===== src/rtl/mflt_pkg.sv =====
package mflt_pkg;

    // Frame phase codes
    localparam logic [1:0] PH_FUNC = 2'd0;
    localparam logic [1:0] PH_META = 2'd1;
    localparam logic [1:0] PH_DATA = 2'd2;

    // Configuration register indexes
    localparam logic [1:0] REG_HEADER   = 2'd0;
    localparam logic [1:0] REG_CHECKSUM = 2'd1;
    localparam logic [1:0] REG_MAX      = 2'd2;
    localparam logic [1:0] REG_MODE     = 2'd3;

    // Function codes with their own frame layout
    localparam logic [7:0] FC_READ_INPUT_REGS   = 8'd4;
    localparam logic [7:0] FC_WRITE_SINGLE_COIL = 8'd5;
    localparam logic [7:0] FC_WRITE_SINGLE_REG  = 8'd6;
    localparam logic [7:0] FC_WRITE_COILS       = 8'd15;
    localparam logic [7:0] FC_WRITE_REGS        = 8'd16;
    localparam logic [7:0] FC_REPORT_ID         = 8'd17;
    localparam logic [7:0] FC_MASK_WRITE        = 8'd22;
    localparam logic [7:0] FC_READ_WRITE        = 8'd23;

    typedef struct packed {
        logic [2:0] header_bytes;
        logic [1:0] checksum_bytes;
        logic [8:0] max_frame_bytes;
        logic       receive_mode;
    } cfg_t;

    typedef struct packed {
        logic [1:0] phase;
        logic [8:0] bytes_left;
        logic [8:0] frame_count;
        logic [7:0] function_code;
    } frame_state_t;

    typedef struct packed {
        logic [7:0] function_seen;
        logic [8:0] byte_position;
        logic       frame_end;
        logic       overflow_error;
    } step_result_t;

    // Number of meta bytes that follow the function byte
    function automatic logic [3:0] meta_len(input logic [7:0] fc, input logic req);
        logic [3:0] n;
        if (req) begin
            if (fc <= FC_WRITE_SINGLE_REG)
                n = 4'd4;
            else if (fc == FC_WRITE_COILS || fc == FC_WRITE_REGS)
                n = 4'd5;
            else if (fc == FC_MASK_WRITE)
                n = 4'd6;
            else if (fc == FC_READ_WRITE)
                n = 4'd9;
            else
                n = 4'd0;
        end
        else begin
            if (fc == FC_WRITE_SINGLE_COIL || fc == FC_WRITE_SINGLE_REG ||
                fc == FC_WRITE_COILS || fc == FC_WRITE_REGS)
                n = 4'd4;
            else if (fc == FC_MASK_WRITE)
                n = 4'd6;
            else
                n = 4'd1;
        end
        return n;
    endfunction

    // High when the last meta byte carries the data byte count
    function automatic logic data_from_meta(input logic [7:0] fc, input logic req);
        logic sel;
        if (req)
            sel = (fc == FC_WRITE_COILS) || (fc == FC_WRITE_REGS) || (fc == FC_READ_WRITE);
        else
            sel = (fc <= FC_READ_INPUT_REGS) || (fc == FC_REPORT_ID) || (fc == FC_READ_WRITE);
        return sel;
    endfunction

endpackage


===== src/rtl/mflt_step.sv =====
module mflt_step (
    input  mflt_pkg::cfg_t         cfg,
    input  mflt_pkg::frame_state_t cur,
    input  logic [7:0]             rx_byte,
    output mflt_pkg::frame_state_t nxt,
    output mflt_pkg::step_result_t res
);

    logic [8:0]  pos;
    logic [9:0]  received;
    logic [7:0]  fc;
    logic [3:0]  mlen;
    logic [8:0]  dlen;
    logic [10:0] total;
    logic        decide;
    logic        end_hit;
    logic        err_hit;
    logic [1:0]  phase_w;
    logic [8:0]  left_w;
    logic [8:0]  left_dec;

    assign pos      = cur.frame_count;
    assign received = {1'b0, pos} + 10'd1;
    assign left_dec = (cur.bytes_left != 9'd0) ? cur.bytes_left - 9'd1 : 9'd0;

    // Walk the phases for one byte
    always_comb
    begin
        fc      = cur.function_code;
        phase_w = cur.phase;
        left_w  = cur.bytes_left;
        decide  = 1'b0;
        end_hit = 1'b0;
        mlen    = 4'd0;
        unique case (cur.phase)
            mflt_pkg::PH_FUNC:
            begin
                if (pos >= {6'd0, cfg.header_bytes})
                begin
                    fc   = rx_byte;
                    mlen = mflt_pkg::meta_len(rx_byte, cfg.receive_mode);
                    if (mlen != 4'd0)
                    begin
                        phase_w = mflt_pkg::PH_META;
                        left_w  = {5'd0, mlen};
                    end
                    else
                        decide = 1'b1;
                end
            end
            mflt_pkg::PH_META:
            begin
                left_w = left_dec;
                decide = (left_dec == 9'd0);
            end
            default:
            begin
                left_w  = left_dec;
                end_hit = (left_dec == 9'd0);
            end
        endcase
    end

    // Data length and overflow check
    always_comb
    begin
        dlen = {7'd0, cfg.checksum_bytes};
        if (mflt_pkg::data_from_meta(fc, cfg.receive_mode))
            dlen = {1'b0, rx_byte} + {7'd0, cfg.checksum_bytes};
        total = {1'b0, received} + {2'd0, dlen};
    end

    always_comb
    begin
        err_hit = 1'b0;
        nxt.phase         = phase_w;
        nxt.bytes_left    = left_w;
        nxt.function_code = fc;
        res.frame_end     = end_hit;
        if (decide)
        begin
            if (total > {2'd0, cfg.max_frame_bytes})
                err_hit = 1'b1;
            else if (dlen == 9'd0)
                res.frame_end = 1'b1;
            else
            begin
                nxt.phase      = mflt_pkg::PH_DATA;
                nxt.bytes_left = dlen;
            end
        end
        res.overflow_error = err_hit;
        res.byte_position  = pos;
        res.function_seen  = fc;
        // Restart the frame after an end or an error
        if (res.frame_end || err_hit)
        begin
            nxt.phase         = mflt_pkg::PH_FUNC;
            nxt.bytes_left    = 9'd0;
            nxt.frame_count   = 9'd0;
            nxt.function_code = 8'd0;
        end
        else
            nxt.frame_count = received[8:0];
    end

endmodule


===== src/rtl/modbus_frame_length_tracker.sv =====
// Modbus frame length tracker: one result per received byte.
// Each result is registered and appears on the master side in the cycle after the byte is taken.
// Throughput: one byte per cycle while results are taken; the frame state register updates in the accepting cycle.
// A stalled result is held in the output register; the slave side stalls only while it is full.
// Reset (rst_n low, asynchronous) empties the output register, restarts the frame and
// loads the registers with header 1, checksum 2, maximum 256 and response mode.
module modbus_frame_length_tracker (
    input  logic        clk,
    input  logic        rst_n,
    // configuration write port
    input  logic        cfg_we,
    input  logic [1:0]  cfg_index,
    input  logic [8:0]  cfg_data,
    // received bytes
    input  logic        s_tvalid,
    output logic        s_tready,
    input  logic [7:0]  s_tdata,   // [7:0] rx_byte
    // results
    output logic        m_tvalid,
    input  logic        m_tready,
    output logic [31:0] m_tdata,   // [7:0] byte_echo, [16:8] byte_position,
                                   // [24:17] function_seen, [31:25] zero
    output logic        m_tlast,   // frame_end
    output logic        m_tuser    // overflow_error
);

    mflt_pkg::cfg_t         cfg_reg;
    mflt_pkg::frame_state_t state_reg;
    mflt_pkg::frame_state_t state_next;
    mflt_pkg::step_result_t res;
    logic                   accept;
    logic                   m_tvalid_reg;
    logic [7:0]             echo_reg;
    logic [8:0]             pos_reg;
    logic [7:0]             func_reg;
    logic                   end_reg;
    logic                   err_reg;

    assign s_tready = !m_tvalid_reg || m_tready;
    assign accept   = s_tvalid && s_tready;

    mflt_step u_step (
        .cfg     (cfg_reg),
        .cur     (state_reg),
        .rx_byte (s_tdata),
        .nxt     (state_next),
        .res     (res)
    );

    // Write configuration registers
    always_ff @(posedge clk or negedge rst_n)
    begin
        if (!rst_n)
        begin
            cfg_reg.header_bytes    <= 3'd1;
            cfg_reg.checksum_bytes  <= 2'd2;
            cfg_reg.max_frame_bytes <= 9'd256;
            cfg_reg.receive_mode    <= 1'b0;
        end
        else if (cfg_we)
        begin
            unique case (cfg_index)
                mflt_pkg::REG_HEADER:   cfg_reg.header_bytes    <= cfg_data[2:0];
                mflt_pkg::REG_CHECKSUM: cfg_reg.checksum_bytes  <= cfg_data[1:0];
                mflt_pkg::REG_MAX:      cfg_reg.max_frame_bytes <= cfg_data;
                mflt_pkg::REG_MODE:     cfg_reg.receive_mode    <= cfg_data[0];
                default:                cfg_reg                 <= cfg_reg;
            endcase
        end
    end

    // Advance frame state on each accepted byte
    always_ff @(posedge clk or negedge rst_n)
    begin
        if (!rst_n)
        begin
            state_reg.phase         <= mflt_pkg::PH_FUNC;
            state_reg.bytes_left    <= 9'd0;
            state_reg.frame_count   <= 9'd0;
            state_reg.function_code <= 8'd0;
        end
        else if (accept)
            state_reg <= state_next;
    end

    // Hold the output valid until the result is taken
    always_ff @(posedge clk or negedge rst_n)
    begin
        if (!rst_n)
            m_tvalid_reg <= 1'b0;
        else if (accept)
            m_tvalid_reg <= 1'b1;
        else if (m_tready)
            m_tvalid_reg <= 1'b0;
    end

    // Load the result payload
    always_ff @(posedge clk)
    begin
        if (accept)
        begin
            echo_reg <= s_tdata;
            pos_reg  <= res.byte_position;
            func_reg <= res.function_seen;
            end_reg  <= res.frame_end;
            err_reg  <= res.overflow_error;
        end
    end

    assign m_tvalid = m_tvalid_reg;
    assign m_tdata  = {7'd0, func_reg, pos_reg, echo_reg};
    assign m_tlast  = end_reg;
    assign m_tuser  = err_reg;

`ifndef SYNTH
    a_end_err_exclusive: assert property (@(posedge clk) disable iff (!rst_n)
        m_tvalid_reg |-> !(end_reg && err_reg))
        else $error("frame end and overflow on the same byte");

    a_restart_after_end: assert property (@(posedge clk) disable iff (!rst_n)
        (accept && (res.frame_end || res.overflow_error)) |=>
            (state_reg.frame_count == 9'd0 && state_reg.phase == mflt_pkg::PH_FUNC))
        else $error("frame not restarted after end or overflow");

    a_count_live: assert property (@(posedge clk) disable iff (!rst_n)
        (state_reg.phase != mflt_pkg::PH_FUNC) |-> (state_reg.bytes_left != 9'd0))
        else $error("meta or data phase with no bytes left");

    a_fresh_frame: assert property (@(posedge clk) disable iff (!rst_n)
        (state_reg.frame_count == 9'd0) |->
            (state_reg.function_code == 8'd0 && state_reg.phase == mflt_pkg::PH_FUNC))
        else $error("new frame carries stale function code or phase");
`endif

endmodule


===== config.mk =====
export PLATFORM = sky130hd
export DESIGN_NAME = modbus_frame_length_tracker
export DESIGN_NICKNAME = d
export VERILOG_FILES = /design/src/rtl/mflt_pkg.sv /design/src/rtl/mflt_step.sv /design/src/rtl/modbus_frame_length_tracker.sv
export SDC_FILE = /design/constraint.sdc
export NUM_CORES = 1
export LEC_CHECK = 0
export ABC_AREA = 1
export BUFFER_PORTS_ARGS = -buffer_cell sky130_fd_sc_hd__clkbuf_2
export CAP_MARGIN = 5
export CORE_MARGIN = 3
export CORE_UTILIZATION = 55
export CTS_BUF_LIST = sky130_fd_sc_hd__clkbuf_4 sky130_fd_sc_hd__clkbuf_8 sky130_fd_sc_hd__clkbuf_16
export CTS_CLUSTER_DIAMETER = 50
export DETAILED_ROUTE_END_ITERATION = 7
export GPL_TIMING_DRIVEN = 0
export PLACE_DENSITY = 0.81
export SYNTH_ARGS = -nofsm -noshare
export SYNTH_HDL_FRONTEND = slang
export SYNTH_SLANG_ARGS = --single-unit
export TNS_END_PERCENT = 30

===== constraint.sdc =====
create_clock -name clk -period 5.3 [get_ports clk]
set_clock_uncertainty 0.05 [all_clocks]
set_input_delay 0.795 -clock clk [delete_from_list [all_inputs] [get_ports clk]]
set_output_delay 0.795 -clock clk [all_outputs]
set_load 0.1 [all_outputs]

==> results.md <==
* Synth top area share at 20.76%
* Worst min path class: flip-flop to flip-flop
* Internal at 1.886 mW
* RePlAce Congestion at 0.9753
* I/O pin count at 60
* Crit start category: flip-flop
* Yosys Warn Count at 0
* Synth top area cells: dfrtp_1 (21%), edfxtp_1 (16%), nand2_1 (14%), inv_1 (7.4%), ha_1 (6.3%)
* Sequential-to-total area share from yosys stat at between 30% and 40%
* Slew headroom at 22.65%
* LEAKAGE at 3.253 nW
* Switching share of power at 52.27%
* Core Region at 8464 µm²
* CTS Hold Bufs at 0
* Worst setup EP type: flip-flop
* Final worst path period share at 101.6%
* Clock network fraction of total power at 11.3%
* Nets at between 800 and 900
* Final hold slack at approximately 400 ps
* Worst setup path category: flip-flop to flip-flop
* Total number of vias at 4917
* Minimum clock period at 5387 ps
* CTS Sinks at 71
* Crit-path most repeated cell: nand2_2
* Crit path DAT at 5590 ps
* Area Growth Syn to Fin at 25.63%
* Final worst slack at -87.37 ps
* EDFF count, synth at 27
* Seq pwr share at 21.4%
* Setup repair after global routing missed its margin: true
* CP max stage delay at approximately 430 ps
* Status: finished, violations left
* Max FFs per register at 28
* Internal reg-to-reg setup slack at -90 ps
* CTS tree: built
* Yosys top cell by area: dfrtp_1
* Die width at about 100 µm
* Clk pin slew, worst setup/hold paths at about 80 ps
* Routed WL at 14.11 mm
* Die area at 10160 µm²
* Vias in the first global route at 4424
* Detailed-route DRC error count at 0
* Row count at 33
* Routed WL per cell at 16.37 µm
* Total track usage at between 20% and 30%
* List of most frequent post-synthesis cells: nand2_1 (178), inv_1 (97), nand3_1 (51), nor2_1 (51), dfrtp_1 (41)
* Pre-CTS WS at -718.3 ps
* Critical path's slowest cell: fa_2
* Remaining global-route overflow at 0
* Syn_area_per_cell at 7.602 µm²
* Worst-Margin Slew at 1160 ps
* Via density at 5.704
* Ys flop type: dfrtp_1
* Initial antenna violation count at 0
* Port bufs at 52
* Share of cells above drive strength 1 at 27.34%
* Initial DRC Count at 537
* Share of flip-flops with an asynchronous set or reset at 61.97%
* Synth Register Bits at 71
* # Max-Cap Violations at 0
* Syn Inst Count at 650
* Final Hold Viols at 0
* # setup viols final at 23
* Maximum clock rate at 185.6 MHz
* Worst path required time at between 5000 and 6000 ps
* Synthesized cell area at around 4900 µm²
* Pins Over Slew Limit at 0
* Library cells used by synthesis at 49
* Max VDD drop at about 0.31 mV
* # diodes at 0
* Clk Tree Root Cell: clkbuf_8
* Final ANT Viol Nets at 0
* PD cells at 636.7 nW/µm²
* CTS Buffer Depth at 2
* Largest net degree at the start of global routing at 45
* 1st-pass router iterations at 6
* Critical Path Fanout Max at 8
* First-pass GRT wire length at between 20 and 25 mm
* H-tree depth at 3
* Initial Util at 58.37%
* TritonCTS buffer count at 9
* Top-count cell post-synth: nand2_1
* Failing checks: setup timing
* Dpl hpwl at 9.198 mm
* Worst-skew pair later-pin latency at 360 ps
* Comb power frac at a little under 70%
* Sw power at 2.066 mW
* Die Ht at around 100 µm
==> cell families (layout without fill, tap and decap cells) <==
family                     count (synthesis)  after routing  share of synthesized area [%]
AOI/OAI and AO/OA                         87             87                          10.18
buffers and inverters                    118            218                          10.36
xor gates and xnor gates                  15             15                          2.659
adders and majority gates                 27             27                          7.141
DFF                                       71             71                          38.77
other                                      1              7                        0.07590
and+or+nand+nor                          331            332                          30.82
==> path summary, 6_finish.rpt <==
path                                                 from                   endpoint  depth (start not counted)
max in group asynchronous                           rst_n     cfg_reg[5]$_DFFE_PN0P_                          1
worst min register to register  state_reg[12]$_DFFE_PN0P_       pos_reg[4]$_DFFE_PP_                          0
worst min-delay path            state_reg[12]$_DFFE_PN0P_       pos_reg[4]$_DFFE_PP_                          0
min in group asynchronous                           rst_n   state_reg[7]$_DFFE_PN0P_                          1
worst max-delay path             state_reg[8]$_DFFE_PN0P_  state_reg[17]$_DFFE_PN0P_                         38
worst max register to register   state_reg[8]$_DFFE_PN0P_  state_reg[17]$_DFFE_PN0P_                         38
==> layer usage <==
metal | up-vias | GRT usage, % | routed length (µm) | part of all wire, %
met3 | 54 | 4.913 | 1244 | 8.8
met4 | 0 | 10.26 | 414 | 2.9
met1 | 2247 | 35.05 | 5530 | 39
li1 | 2307 | - | - | -
met5 | - | 0 | 0 | 0
met2 | 309 | 43.39 | 6922 | 49
==> cell usage in the layout (no fill, tap or decap), types with 9 or more instances in the layout <==
cell type / Yosys / final
nand2_2: 10 / 15
xor2_1: 13 / 13
nand4_1: 10 / 10
o21ai_0: 29 / 26
clkbuf_8: 0 / 9
dfrtp_1: 41 / 41
nand2_4: 3 / 10
clkbuf_2: 0 / 53
edfxtp_1: 27 / 27
nor2_4: 5 / 9
nand2_1: 178 / 165
a21oi_1: 21 / 17
inv_1: 97 / 95
nand3_1: 51 / 45
nor2_1: 51 / 46
ha_1: 25 / 19
o21ai_2: 2 / 12
buf_4: 7 / 33
==> critical path: cells and delay by family, from the launching register on <==
kind	cells	cell delay, ps
xor gates and xnor gates	1	140
adders and majority gates	3	960
and+or+nand+nor	21	1960
AOI/OAI and AO/OA	6	840
buffers and inverters	7	870
DFF	1	400
==> layout make-up <==
cell class	count	area [µm²]
fill	615	2257
sequential	71	1916
clock inverter	5	58.81
timing repair buffer	84	566.8
clock buffer	11	138.9
inverter	100	377.9
multi-input combinational	468	2873
buffer	18	145.1
tap	105	131.4
==> power by group through the flow <==
stage / logic (mW) / registers (mW) / clock network [mW]
final: 2.66 / 0.846 / 0.448
after global routing: 2.88 / 0.860 / 0.475
after CTS: 2.25 / 0.835 / 0.451
after detailed placement: 2.03 / 0.847 / 0
after global placement: 1.99 / 0.840 / 0
after floorplan: 1.40 / 1.09 / 0
==> through the flow <==
step	TNS [ps]	total power, mW	instance area, µm²	cells	utilization, %
final	-981.6	3.952	6207	862	73.33
after global routing	-6178	4.217	6207	862	73.33
after CTS	0	3.536	5819	846	68.75
after detailed placement	-18080	2.878	5355	813	63.27
after global placement	-13060	2.827	5355	813	63.27
after floorplan	0	2.481	4964	656	-
==> timing repair <==
action	in CTS	in global routing
gates resized for setup	27	59
cloned	1	2
setup endpoints to repair	30	30
setup buffers	16	15
pin swaps	15	37
No activity file was read; power rests on OpenSTA's default activity.
